$ cat config.mk
export PLATFORM = sky130hd
export DESIGN_NAME = thermocouple_filter_rate_of_rise_flat
export DESIGN_NICKNAME = d
export VERILOG_FILES = /design/src/rtl/tfr_pkg.sv /design/src/rtl/tfr_if.sv /design/src/rtl/tfr_front.sv /design/src/rtl/tfr_fifo.sv /design/src/rtl/tfr_div.sv /design/src/rtl/tfr_back.sv /design/src/rtl/thermocouple_filter_rate_of_rise.sv /design/src/flat_wrapper.sv
export SDC_FILE = /design/constraint.sdc
export NUM_CORES = 2
export LEC_CHECK = 0
export BUFFER_PORTS_ARGS = -buffer_cell sky130_fd_sc_hd__buf_4
export CORE_ASPECT_RATIO = 0.5
export CORE_MARGIN = 5
export CORE_UTILIZATION = 25
export DETAILED_ROUTE_END_ITERATION = 8
export PLACE_DENSITY_LB_ADDON = 0.08
export SYNTH_ARGS = -nofsm -noshare
export SYNTH_HDL_FRONTEND = slang
export SYNTH_SLANG_ARGS = --single-unit
$ cat constraint.sdc
create_clock -name clk_i -period 11.41 [get_ports clk_i]
set_clock_uncertainty 0.05 [all_clocks]
set_input_delay 2.8525 -clock clk_i [delete_from_list [all_inputs] [get_ports clk_i]]
set_output_delay 2.8525 -clock clk_i [all_outputs]
set_load 0.01 [all_outputs]
$ cat src/rtl/tfr_pkg.sv
package tfr_pkg;

  // Converter frame layout
  localparam logic [31:0] FAULT_CMP_MASK = 32'h0001_0007;
  localparam int unsigned FAULT_FLAG_BIT = 16;
  localparam int unsigned QUARTER_LSB    = 18;
  localparam int unsigned QUARTER_W      = 14;
  localparam int unsigned FAULT_W        = 3;

  // Fixed-point widths
  localparam int unsigned TEMP_W    = 20;          // 1/256 degC
  localparam int unsigned DELTA_W   = TEMP_W + 1;
  localparam int unsigned WEIGHT_W  = 17;          // Q0.16 plus the "one" code
  localparam int unsigned FPROD_W   = DELTA_W + WEIGHT_W + 1;
  localparam int unsigned INTV_W    = 16;
  localparam int unsigned TIME_W    = 32;
  localparam int unsigned RATE_W    = 32;
  localparam int unsigned RPROD_W   = DELTA_W + 17;
  localparam int unsigned DVD_W     = RPROD_W - 1;  // magnitude of the rate product
  localparam int unsigned DIV_CNT_W = $clog2(DVD_W);

  localparam logic [WEIGHT_W-1:0] ONE_Q16       = 17'h1_0000;
  localparam logic signed [16:0]  MS_PER_MINUTE = 17'sd60000;
  localparam int unsigned         Q_FRAC_SHIFT  = 16;

  localparam int unsigned FIFO_DEPTH = 2;
  localparam int unsigned FIFO_AW    = $clog2(FIFO_DEPTH);

  typedef enum logic [1:0] {
    ACT_SAMPLE     = 2'd0,
    ACT_CLR_FILTER = 2'd1,
    ACT_CLR_RATE   = 2'd2,
    ACT_NOP        = 2'd3
  } action_e;

  typedef enum logic [1:0] {
    CFG_FILTER_WEIGHT = 2'd0,
    CFG_RATE_INTERVAL = 2'd1
  } cfg_reg_e;

  typedef enum logic [2:0] {
    CMD_SAMPLE,
    CMD_FAULT,
    CMD_CLR_FILTER,
    CMD_CLR_RATE,
    CMD_NOP
  } cmd_e;

  typedef enum logic [2:0] {
    BK_IDLE,
    BK_FMUL,
    BK_FADD,
    BK_RATE,
    BK_RMUL,
    BK_DSTART,
    BK_DIV,
    BK_OUT
  } back_state_e;

  typedef struct packed {
    action_e     action;
    logic [31:0] frame_first;
    logic [31:0] frame_second;
    logic [31:0] frame_third;
    logic [31:0] time_ms;
  } req_t;

  typedef struct packed {
    logic signed [QUARTER_W-1:0] sample_quarter;
    logic signed [TEMP_W-1:0]    smoothed_temp;
    logic signed [RATE_W-1:0]    rise_rate;
    logic [FAULT_W-1:0]          fault_code;
    logic                        fault_now;
  } rsp_t;

  typedef struct packed {
    logic [1:0]  index;
    logic [31:0] value;
  } cfg_t;

  // Classified request handed from the front end to the back end
  typedef struct packed {
    cmd_e                        kind;
    logic signed [QUARTER_W-1:0] quarter;
    logic [FAULT_W-1:0]          fault_bits;
    logic [TIME_W-1:0]           time_ms;
  } cmd_t;

endpackage

$ cat src/rtl/tfr_if.sv
interface tfr_if #(
  parameter type T = logic
);
  logic valid;
  logic ready;
  T     data;

  modport source (output valid, output data, input ready);
  modport sink   (input valid, input data, output ready);
endinterface

$ cat src/rtl/tfr_front.sv
module tfr_front
  import tfr_pkg::*;
(
  tfr_if.sink         req_i,
  output logic        push_o,
  input  logic        push_ready_i,
  output cmd_t        cmd_o
);

  logic [31:0] frame;

  assign push_o      = req_i.valid;
  assign req_i.ready = push_ready_i;

  always_comb begin
    // disagreeing fault bits on the first two reads: trust the third
    frame = req_i.data.frame_first;
    if ((req_i.data.frame_first & FAULT_CMP_MASK) !=
        (req_i.data.frame_second & FAULT_CMP_MASK)) begin
      frame = req_i.data.frame_third;
    end

    cmd_o.kind       = CMD_NOP;
    cmd_o.quarter    = '0;
    cmd_o.fault_bits = '0;
    cmd_o.time_ms    = req_i.data.time_ms;

    case (req_i.data.action)
      ACT_SAMPLE: begin
        if (frame[FAULT_FLAG_BIT]) begin
          cmd_o.kind       = CMD_FAULT;
          cmd_o.fault_bits = frame[FAULT_W-1:0];
        end else begin
          cmd_o.kind    = CMD_SAMPLE;
          cmd_o.quarter = frame[QUARTER_LSB +: QUARTER_W];
        end
      end
      ACT_CLR_FILTER: cmd_o.kind = CMD_CLR_FILTER;
      ACT_CLR_RATE:   cmd_o.kind = CMD_CLR_RATE;
      default:        cmd_o.kind = CMD_NOP;
    endcase
  end

endmodule

$ cat src/rtl/tfr_fifo.sv
module tfr_fifo
  import tfr_pkg::*;
(
  input  logic clk_i,
  input  logic rst_ni,
  input  logic push_i,
  output logic push_ready_o,
  input  cmd_t data_i,
  input  logic pop_i,
  output logic valid_o,
  output cmd_t data_o
);

  localparam int unsigned CNT_W = $clog2(FIFO_DEPTH + 1);

  cmd_t               mem_q [FIFO_DEPTH];
  logic [FIFO_AW-1:0] wr_q, wr_d;
  logic [FIFO_AW-1:0] rd_q, rd_d;
  logic [CNT_W-1:0]   cnt_q, cnt_d;
  logic               do_push, do_pop;

  assign push_ready_o = (cnt_q != CNT_W'(FIFO_DEPTH));
  assign valid_o      = (cnt_q != '0);
  assign data_o       = mem_q[rd_q];
  assign do_push      = push_i & push_ready_o;
  assign do_pop       = pop_i & valid_o;

  always_comb begin
    wr_d  = wr_q;
    rd_d  = rd_q;
    cnt_d = cnt_q;
    if (do_push) begin
      wr_d = (wr_q == FIFO_AW'(FIFO_DEPTH - 1)) ? '0 : wr_q + 1'b1;
    end
    if (do_pop) begin
      rd_d = (rd_q == FIFO_AW'(FIFO_DEPTH - 1)) ? '0 : rd_q + 1'b1;
    end
    if (do_push && !do_pop) begin
      cnt_d = cnt_q + 1'b1;
    end else if (do_pop && !do_push) begin
      cnt_d = cnt_q - 1'b1;
    end
  end

  always_ff @(posedge clk_i or negedge rst_ni) begin
    if (!rst_ni) begin
      wr_q  <= '0;
      rd_q  <= '0;
      cnt_q <= '0;
    end else begin
      wr_q  <= wr_d;
      rd_q  <= rd_d;
      cnt_q <= cnt_d;
    end
  end

  always_ff @(posedge clk_i) begin
    if (do_push) begin
      mem_q[wr_q] <= data_i;
    end
  end

endmodule

$ cat src/rtl/tfr_div.sv
module tfr_div
  import tfr_pkg::*;
(
  input  logic              clk_i,
  input  logic              rst_ni,
  input  logic              start_i,
  input  logic [DVD_W-1:0]  dividend_i,
  input  logic [TIME_W-1:0] divisor_i,
  output logic              done_o,
  output logic [DVD_W-1:0]  quotient_o
);

  // Restoring divider, one quotient bit per cycle; dvd_q turns into the quotient.
  logic [DVD_W-1:0]     dvd_q, dvd_d;
  logic [TIME_W-1:0]    rem_q, rem_d;
  logic [TIME_W-1:0]    dsr_q, dsr_d;
  logic [DIV_CNT_W-1:0] cnt_q, cnt_d;
  logic                 busy_q, busy_d;
  logic                 done_q, done_d;
  logic [TIME_W:0]      rem_sh;
  logic [TIME_W+1:0]    trial;

  assign done_o     = done_q;
  assign quotient_o = dvd_q;

  always_comb begin
    dvd_d  = dvd_q;
    rem_d  = rem_q;
    dsr_d  = dsr_q;
    cnt_d  = cnt_q;
    busy_d = busy_q;
    done_d = 1'b0;
    rem_sh = {rem_q, dvd_q[DVD_W-1]};
    trial  = {1'b0, rem_sh} - {2'b00, dsr_q};

    if (start_i) begin
      dvd_d  = dividend_i;
      rem_d  = '0;
      dsr_d  = divisor_i;
      cnt_d  = '0;
      busy_d = 1'b1;
    end else if (busy_q) begin
      if (!trial[TIME_W+1]) begin
        rem_d = trial[TIME_W-1:0];
        dvd_d = {dvd_q[DVD_W-2:0], 1'b1};
      end else begin
        rem_d = rem_sh[TIME_W-1:0];
        dvd_d = {dvd_q[DVD_W-2:0], 1'b0};
      end
      cnt_d = cnt_q + 1'b1;
      if (cnt_q == DIV_CNT_W'(DVD_W - 1)) begin
        busy_d = 1'b0;
        done_d = 1'b1;
      end
    end
  end

  always_ff @(posedge clk_i or negedge rst_ni) begin
    if (!rst_ni) begin
      busy_q <= 1'b0;
      done_q <= 1'b0;
      cnt_q  <= '0;
    end else begin
      busy_q <= busy_d;
      done_q <= done_d;
      cnt_q  <= cnt_d;
    end
  end

  always_ff @(posedge clk_i) begin
    dvd_q <= dvd_d;
    rem_q <= rem_d;
    dsr_q <= dsr_d;
  end

endmodule

$ cat src/rtl/tfr_back.sv
module tfr_back
  import tfr_pkg::*;
(
  input  logic clk_i,
  input  logic rst_ni,
  tfr_if.sink  cfg_i,
  input  logic cmd_valid_i,
  input  cmd_t cmd_i,
  output logic cmd_pop_o,
  tfr_if.source rsp_o
);

  back_state_e state_q, state_d;

  // configuration
  logic [WEIGHT_W-1:0] weight_q, weight_d;
  logic [INTV_W-1:0]   interval_q, interval_d;

  // filter and rate state
  logic signed [TEMP_W-1:0]    filt_q, filt_d;
  logic                        filt_primed_q, filt_primed_d;
  logic signed [TEMP_W-1:0]    base_temp_q, base_temp_d;
  logic [TIME_W-1:0]           base_time_q, base_time_d;
  logic                        rate_primed_q, rate_primed_d;
  logic signed [RATE_W-1:0]    held_q, held_d;
  logic [FAULT_W-1:0]          fault_q, fault_d;

  // per-request working registers
  logic [TIME_W-1:0]           now_q, now_d;
  logic signed [QUARTER_W-1:0] quarter_q, quarter_d;
  logic                        fnow_q, fnow_d;
  logic signed [FPROD_W-1:0]   fprod_q, fprod_d;
  logic signed [DELTA_W-1:0]   delta_q, delta_d;
  logic [TIME_W-1:0]           elapsed_q, elapsed_d;
  logic signed [RPROD_W-1:0]   rprod_q, rprod_d;
  logic                        neg_q, neg_d;

  // output register
  logic rsp_valid_q, rsp_valid_d;
  rsp_t rsp_q, rsp_d;

  logic [WEIGHT_W-1:0]       w_eff;
  logic signed [WEIGHT_W:0]  w_signed;
  logic signed [TEMP_W-1:0]  x_cur;
  logic signed [DELTA_W-1:0] fdiff;
  logic [TIME_W-1:0]         elapsed;
  logic [INTV_W-1:0]         interval_eff;
  logic [RPROD_W-1:0]        rprod_abs;
  logic                      div_start;
  logic                      div_done;
  logic [DVD_W-1:0]          div_quo;
  logic signed [RATE_W-1:0]  rate_sat;

  assign cfg_i.ready = 1'b1;
  assign rsp_o.valid = rsp_valid_q;
  assign rsp_o.data  = rsp_q;

  tfr_div u_div (
    .clk_i      (clk_i),
    .rst_ni     (rst_ni),
    .start_i    (div_start),
    .dividend_i (rprod_abs[DVD_W-1:0]),
    .divisor_i  (elapsed_q),
    .done_o     (div_done),
    .quotient_o (div_quo)
  );

  always_comb begin
    w_eff        = (weight_q > ONE_Q16) ? ONE_Q16 : weight_q;
    w_signed     = {1'b0, w_eff};
    x_cur        = {quarter_q, 6'b000000};  // quarter degree to 1/256 degree
    fdiff        = {x_cur[TEMP_W-1], x_cur} - {filt_q[TEMP_W-1], filt_q};
    elapsed      = now_q - base_time_q;
    interval_eff = (interval_q == '0) ? INTV_W'(1) : interval_q;
    rprod_abs    = rprod_q[RPROD_W-1] ? -rprod_q : rprod_q;

    // truncated quotient magnitude, signed and clipped to 32 bits
    if (neg_q) begin
      if (div_quo[DVD_W-1:RATE_W] != '0 ||
          (div_quo[RATE_W-1] && div_quo[RATE_W-2:0] != '0)) begin
        rate_sat = {1'b1, {(RATE_W-1){1'b0}}};
      end else begin
        rate_sat = -$signed(div_quo[RATE_W-1:0]);
      end
    end else begin
      if (div_quo[DVD_W-1:RATE_W-1] != '0) begin
        rate_sat = {1'b0, {(RATE_W-1){1'b1}}};
      end else begin
        rate_sat = $signed(div_quo[RATE_W-1:0]);
      end
    end
  end

  always_comb begin
    state_d       = state_q;
    weight_d      = weight_q;
    interval_d    = interval_q;
    filt_d        = filt_q;
    filt_primed_d = filt_primed_q;
    base_temp_d   = base_temp_q;
    base_time_d   = base_time_q;
    rate_primed_d = rate_primed_q;
    held_d        = held_q;
    fault_d       = fault_q;
    now_d         = now_q;
    quarter_d     = quarter_q;
    fnow_d        = fnow_q;
    fprod_d       = fprod_q;
    delta_d       = delta_q;
    elapsed_d     = elapsed_q;
    rprod_d       = rprod_q;
    neg_d         = neg_q;
    rsp_valid_d   = rsp_valid_q & ~rsp_o.ready;
    rsp_d         = rsp_q;
    cmd_pop_o     = 1'b0;
    div_start     = 1'b0;

    if (cfg_i.valid) begin
      case (cfg_i.data.index)
        CFG_FILTER_WEIGHT: weight_d   = cfg_i.data.value[WEIGHT_W-1:0];
        CFG_RATE_INTERVAL: interval_d = cfg_i.data.value[INTV_W-1:0];
        default: ;
      endcase
    end

    case (state_q)
      BK_IDLE: begin
        if (cmd_valid_i) begin
          cmd_pop_o = 1'b1;
          now_d     = cmd_i.time_ms;
          quarter_d = '0;
          fnow_d    = 1'b0;
          case (cmd_i.kind)
            CMD_SAMPLE: begin
              fault_d   = '0;
              quarter_d = cmd_i.quarter;
              if (!filt_primed_q) begin
                filt_d        = {cmd_i.quarter, 6'b000000};
                filt_primed_d = 1'b1;
                state_d       = BK_RATE;
              end else begin
                state_d = BK_FMUL;
              end
            end
            CMD_FAULT: begin
              fault_d = cmd_i.fault_bits;
              fnow_d  = 1'b1;
              state_d = BK_RATE;
            end
            CMD_CLR_FILTER: begin
              filt_d        = '0;
              filt_primed_d = 1'b0;
              state_d       = BK_OUT;
            end
            CMD_CLR_RATE: begin
              base_temp_d   = '0;
              base_time_d   = '0;
              rate_primed_d = 1'b0;
              held_d        = '0;
              state_d       = BK_OUT;
            end
            default: state_d = BK_OUT;
          endcase
        end
      end
      BK_FMUL: begin
        // f + w*(x - f)/2^16 equals the weighted sum, floor included
        fprod_d = fdiff * w_signed;
        state_d = BK_FADD;
      end
      BK_FADD: begin
        filt_d  = filt_q + fprod_q[Q_FRAC_SHIFT +: TEMP_W];
        state_d = BK_RATE;
      end
      BK_RATE: begin
        if (!rate_primed_q) begin
          base_temp_d   = filt_q;
          base_time_d   = now_q;
          rate_primed_d = 1'b1;
          state_d       = BK_OUT;
        end else if (elapsed >= TIME_W'(interval_eff)) begin
          delta_d   = {filt_q[TEMP_W-1], filt_q} - {base_temp_q[TEMP_W-1], base_temp_q};
          elapsed_d = elapsed;
          state_d   = BK_RMUL;
        end else begin
          state_d = BK_OUT;
        end
      end
      BK_RMUL: begin
        rprod_d = delta_q * MS_PER_MINUTE;
        state_d = BK_DSTART;
      end
      BK_DSTART: begin
        neg_d     = rprod_q[RPROD_W-1];
        div_start = 1'b1;
        state_d   = BK_DIV;
      end
      BK_DIV: begin
        if (div_done) begin
          held_d      = rate_sat;
          base_temp_d = filt_q;
          base_time_d = now_q;
          state_d     = BK_OUT;
        end
      end
      BK_OUT: begin
        if (!rsp_valid_q || rsp_o.ready) begin
          rsp_valid_d          = 1'b1;
          rsp_d.sample_quarter = quarter_q;
          rsp_d.smoothed_temp  = filt_q;
          rsp_d.rise_rate      = held_q;
          rsp_d.fault_code     = fault_q;
          rsp_d.fault_now      = fnow_q;
          state_d              = BK_IDLE;
        end
      end
      default: state_d = BK_IDLE;
    endcase
  end

  always_ff @(posedge clk_i or negedge rst_ni) begin
    if (!rst_ni) begin
      state_q <= BK_IDLE;
    end else begin
      state_q <= state_d;
    end
  end

  always_ff @(posedge clk_i or negedge rst_ni) begin
    if (!rst_ni) begin
      weight_q      <= WEIGHT_W'(6554);
      interval_q    <= INTV_W'(1000);
      filt_q        <= '0;
      filt_primed_q <= 1'b0;
      base_temp_q   <= '0;
      base_time_q   <= '0;
      rate_primed_q <= 1'b0;
      held_q        <= '0;
      fault_q       <= '0;
      rsp_valid_q   <= 1'b0;
    end else begin
      weight_q      <= weight_d;
      interval_q    <= interval_d;
      filt_q        <= filt_d;
      filt_primed_q <= filt_primed_d;
      base_temp_q   <= base_temp_d;
      base_time_q   <= base_time_d;
      rate_primed_q <= rate_primed_d;
      held_q        <= held_d;
      fault_q       <= fault_d;
      rsp_valid_q   <= rsp_valid_d;
    end
  end

  always_ff @(posedge clk_i) begin
    now_q     <= now_d;
    quarter_q <= quarter_d;
    fnow_q    <= fnow_d;
    fprod_q   <= fprod_d;
    delta_q   <= delta_d;
    elapsed_q <= elapsed_d;
    rprod_q   <= rprod_d;
    neg_q     <= neg_d;
    rsp_q     <= rsp_d;
  end

endmodule

$ cat src/rtl/thermocouple_filter_rate_of_rise.sv
// Thermocouple front end: picks one of three converter frames per request, latches
// fault codes, smooths the reading with an exponential filter and estimates the rate
// of rise in 1/256 degC per minute. A request that takes a sample and refreshes the
// rate goes through the 37-step restoring divider that forms delta*60000/elapsed;
// other requests skip the divider. A two-entry queue sits between the decoder and
// the filter/rate engine, and results leave through an output register, so up to
// four requests can be taken while the result side is stalled. Configuration writes
// are always accepted and must only be issued while no request is outstanding.
module thermocouple_filter_rate_of_rise
  import tfr_pkg::*;
(
  input  logic  clk_i,
  input  logic  rst_ni,
  tfr_if.sink   cfg_i,
  tfr_if.sink   req_i,
  tfr_if.source rsp_o
);

  logic push;
  logic push_ready;
  cmd_t push_cmd;
  logic q_valid;
  cmd_t q_cmd;
  logic q_pop;

  tfr_front u_front (
    .req_i        (req_i),
    .push_o       (push),
    .push_ready_i (push_ready),
    .cmd_o        (push_cmd)
  );

  tfr_fifo u_fifo (
    .clk_i        (clk_i),
    .rst_ni       (rst_ni),
    .push_i       (push),
    .push_ready_o (push_ready),
    .data_i       (push_cmd),
    .pop_i        (q_pop),
    .valid_o      (q_valid),
    .data_o       (q_cmd)
  );

  tfr_back u_back (
    .clk_i       (clk_i),
    .rst_ni      (rst_ni),
    .cfg_i       (cfg_i),
    .cmd_valid_i (q_valid),
    .cmd_i       (q_cmd),
    .cmd_pop_o   (q_pop),
    .rsp_o       (rsp_o)
  );

endmodule

$ cat src/flat_wrapper.sv
// flat-port wrapper written by rule: the top's interface ports become plain ports
module thermocouple_filter_rate_of_rise_flat import tfr_pkg::*;
  (clk_i, rst_ni, cfg_i_valid, cfg_i_data, cfg_i_ready, req_i_valid, req_i_data, req_i_ready, rsp_o_valid, rsp_o_data, rsp_o_ready);
  tfr_if #(.T(cfg_t)) cfg_i_i ();
  tfr_if #(.T(req_t)) req_i_i ();
  tfr_if #(.T(rsp_t)) rsp_o_i ();
  input  logic clk_i;
  input  logic rst_ni;
  input wire logic [$bits(cfg_i_i.valid)-1:0] cfg_i_valid;
  input wire logic [$bits(cfg_i_i.data)-1:0] cfg_i_data;
  output wire logic [$bits(cfg_i_i.ready)-1:0] cfg_i_ready;
  input wire logic [$bits(req_i_i.valid)-1:0] req_i_valid;
  input wire logic [$bits(req_i_i.data)-1:0] req_i_data;
  output wire logic [$bits(req_i_i.ready)-1:0] req_i_ready;
  output wire logic [$bits(rsp_o_i.valid)-1:0] rsp_o_valid;
  output wire logic [$bits(rsp_o_i.data)-1:0] rsp_o_data;
  input wire logic [$bits(rsp_o_i.ready)-1:0] rsp_o_ready;
  assign cfg_i_i.valid = cfg_i_valid;
  assign cfg_i_i.data = cfg_i_data;
  assign cfg_i_ready = cfg_i_i.ready;
  assign req_i_i.valid = req_i_valid;
  assign req_i_i.data = req_i_data;
  assign req_i_ready = req_i_i.ready;
  assign rsp_o_valid = rsp_o_i.valid;
  assign rsp_o_data = rsp_o_i.data;
  assign rsp_o_i.ready = rsp_o_ready;
  thermocouple_filter_rate_of_rise u_core (.clk_i(clk_i), .rst_ni(rst_ni), .cfg_i(cfg_i_i), .req_i(req_i_i), .rsp_o(rsp_o_i));
endmodule
==> impl_metrics.json <==
{
  "fmax_mhz": 106,
  "clockBufferDepth": 3,
  "rrSetupSlack_ns": 2.02,
  "port_buffers": 169,
  "syn_to_final_growth_pct": 14.5,
  "seq_area_frac_synth": 0.362,
  "rows": 110,
  "finalHoldViolations": 0,
  "met2_usage": 0.229,
  "slew_headroom": 0.186,
  "hold_path_class": "reg2reg",
  "core_um2": 181000,
  "cap_violations": 0,
  "required_ns": 11.72,
  "antenna_found_initial": 6,
  "clock-sinks": 587,
  "wire_per_inst_um": 19.0,
  "crit_path_top_delay_cell": "fa_1",
  "rsz0062_at_grt": "false",
  "numCtsBuffers": 67,
  "grt_busiest_layer": "met2",
  "cp_common_cell": "fa_1",
  "die_w_um": 615,
  "synth_flop_cell": "edfxtp_1",
  "cp_max_fo": 7,
  "period_needed_ns": 9.39,
  "finalWirelength_mm": 135,
  "avgSynthCellArea_um2": 10.3,
  "fin_crit_sh": 0.823,
  "finalSetupViolations": 0,
  "arrival_ns": 9.70,
  "clk_latency_ns": 0.65,
  "reg2reg_depth": 29,
  "gp_congestion": 0.832,
  "die_height_um": 312,
  "synth_cell_types": 93,
  "via_count": 31100,
  "worst_pin_slew_ns": 1.21,
  "drt-pass1-iter-count": 5,
  "use_met1": 0.198,
  "synth_edf_count": 397,
  "antenna_left": 0,
  "grt_pass1_wl_mm": 208,
  "ioPinCount": 242,
  "status": "complete, no violations",
  "regArea_um2": 16500,
  "htree_num_levels": 3,
  "final_common_cell": "inv_1",
  "drc": 0,
  "grt_max_degree": 69,
  "cp-start-kind": "flop",
  "die_area_um2": 192000,
  "overflow": 0,
  "yosys_warnings": 0,
  "drt_iter0_markers": 1521,
  "synth-seq-cells": 587,
  "slowest_delay_ns": 0.61,
  "hpwl_mm": 106,
  "fin_nets": 5584,
  "holdPathEnd": "u_core.u_back.u_div.dsr_q[21]$_DFFE_PP_",
  "crit_family": "adder cells",
  "vias_per_cell": 4.38,
  "synth_cells": 4458,
  "nFillCells": 19000,
  "hold_start": "u_core.u_back.elapsed_q[21]$_DFFE_PP_",
  "r2r_start": "u_core.u_back.filt_q[7]$_DFFE_PN0P_",
  "mostFrequentLayoutCells": "inv_1 (744), nand2_1 (488), fa_1 (436)",
  "hold_buffers": 0,
  "cts_tree": "done",
  "tns_ns": 0,
  "initial_core_util": 0.253,
  "layout-drive-gt1-share": 0.103,
  "first_global_vias": 33400,
  "crit_type": "reg2reg",
  "hold_path_depth": 0,
  "ctsResizeCount": 0,
  "track_usage": 0.141,
  "postCtsSetupBuffers": 0,
  "synth_nets": 5406,
  "globalRouteMet3Util": 0.0201,
  "synth_area_um2": 45700,
  "crit_path_end_kind": "flop",
  "multi_input_area_um2": 26000,
  "clk_pin_slew_ns": 0.06,
  "maxSlewViolCount": 0,
  "r2r_end": "u_core.u_back.fprod_q[35]$_DFFE_PP_",
  "async_flop_share": 0.269,
  "critPathBufInv": 5,
  "cts-root-buf": "clkbuf_16"
}
how the worst max path moves through the flow:
stage | start | to | slack (ns) | depth (start not counted)
final | u_core.u_back.filt_q[7]$_DFFE_PN0P_ | u_core.u_back.fprod_q[35]$_DFFE_PP_ | 2.02 | 29
after global routing | u_core.u_back.filt_q[7]$_DFFE_PN0P_ | u_core.u_back.fprod_q[35]$_DFFE_PP_ | 1.51 | 29
after CTS | u_core.u_back.filt_q[7]$_DFFE_PN0P_ | u_core.u_back.fprod_q[35]$_DFFE_PP_ | 1.89 | 29
after detailed placement | u_core.u_back.filt_q[7]$_DFFE_PN0P_ | u_core.u_back.fprod_q[35]$_DFFE_PP_ | 1.97 | 29
after global placement | u_core.u_back.filt_q[7]$_DFFE_PN0P_ | u_core.u_back.fprod_q[35]$_DFFE_PP_ | 1.93 | 29
after floorplan | u_core.u_back.filt_q[7]$_DFFE_PN0P_ | u_core.u_back.fprod_q[35]$_DFFE_PP_ | 3.56 | 29
per-stage QoR:
step	setup slack (ns)	utilization	instances	cell area [um^2]	hold slack [ns]
floorplan	3.56	-	4458	45700	0.350
global placement	1.93	0.277	6975	50100	0.358
detailed placement	1.97	0.277	6975	50100	0.356
CTS	1.89	0.289	7099	52300	0.364
global route	1.51	0.289	7099	52300	0.368
finish	2.02	0.289	7102	52300	0.366
routing by layer:
layer | up-vias | routed length (um)
met3 | 139 | 4800
li1 | 15100 | -
met5 | - | 0
met1 | 15400 | 65700
met4 | 0 | 2730
met2 | 472 | 61400
synth_stat cells (all sizes together), types with 8 or more instances:
cell type | number | area share
or2 | 8 | 0.0011
a21oi | 176 | 0.019
nand3b | 9 | 0.0015
nor3 | 70 | 0.0078
nand3 | 42 | 0.0046
o22ai | 30 | 0.0041
and3 | 29 | 0.0040
xnor2 | 118 | 0.023
fa | 436 | 0.19
clkbuf | 110 | 0.0090
nand4 | 12 | 0.0016
inv | 746 | 0.061
dfstp | 13 | 0.0075
o31ai | 16 | 0.0028
o41ai | 9 | 0.0021
buf | 16 | 0.0017
nor4 | 20 | 0.0033
a21boi | 10 | 0.0016
nand2 | 488 | 0.040
a21o | 53 | 0.0087
o21a | 36 | 0.0059
o21bai | 14 | 0.0023
and2 | 32 | 0.0044
o211ai | 17 | 0.0028
mux2i | 50 | 0.011
nor3b | 8 | 0.0016
dfrtp | 145 | 0.079
nor2 | 339 | 0.028
mux2 | 68 | 0.017
dfxtp | 32 | 0.014
nand2b | 30 | 0.0041
ha | 343 | 0.094
a41oi | 9 | 0.0019
o2111ai | 8 | 0.0015
xor2 | 95 | 0.018
or3 | 21 | 0.0029
a211oi | 35 | 0.0057
edfxtp | 397 | 0.26
nor2b | 36 | 0.0049
o21ai | 233 | 0.026
a31oi | 29 | 0.0043
cells by family after synthesis:
family                   after synthesis  synth area share
AND/OR/NAND/NOR                     1159             0.113
buffers and inverters                873            0.0721
adder cells (fa/ha/maj)              779             0.285
AO/OA/AOI/OAI                        728            0.0997
flip-flops                           587             0.362
XOR/XNOR                             213            0.0408
multiplexers                         118            0.0277
other                                  1         0.0000821
area by class of cell:
| class | instances | share of cell area |
|---|---|---|
| Clock inverter | 35 | 0.00662 |
| Clock buffer | 89 | 0.0348 |
| Antenna cell | 3 | 0.000143 |
| Tap cell | 2408 | 0.0576 |
| Multi-Input combinational cell | 2998 | 0.497 |
| Timing Repair Buffer | 235 | 0.0338 |
| Sequential cell | 587 | 0.316 |
| Inverter | 747 | 0.0536 |
state kept, by name, indices dropped and copies added (netlist names), 3 cells and up:
signal / cells
u_core.u_back.u_div.dsr_q: 32
u_core.u_back.interval_q: 16
u_core.u_back.elapsed_q: 32
u_core.u_back.rsp_o.data: 70
u_core.u_back.weight_q: 17
u_core.u_back.u_div.rem_q: 32
u_core.u_back.fprod_q: 20
u_core.u_fifo.mem_q: 104
u_core.u_back.base_time_q: 32
u_core.u_back.state_q: 3
u_core.u_back.quarter_q: 14
u_core.u_back.u_div.cnt_q: 6
u_core.u_back.filt_q: 20
u_core.u_back.rprod_q: 33
u_core.u_back.now_q: 32
u_core.u_back.delta_q: 21
u_core.u_back.fault_q: 3
u_core.u_back.u_div.quotient_o: 37
u_core.u_back.base_temp_q: 20
u_core.u_back.held_q: 32
worst reg2reg max path, delay by kind of cell, from the launching register on:
kind	cells	cell delay [ns]
adders and majority gates	8	3.88
AOI/OAI and AO/OA	13	3.34
xor gates and xnor gates	2	0.67
buffers and inverters	5	0.52
DFF	1	0.50
and+or+nand+nor	1	0.17
Power is left out: the tool's default activity adds up to more than one toggle a clock period on the data nets, which glitch-free logic cannot reach.
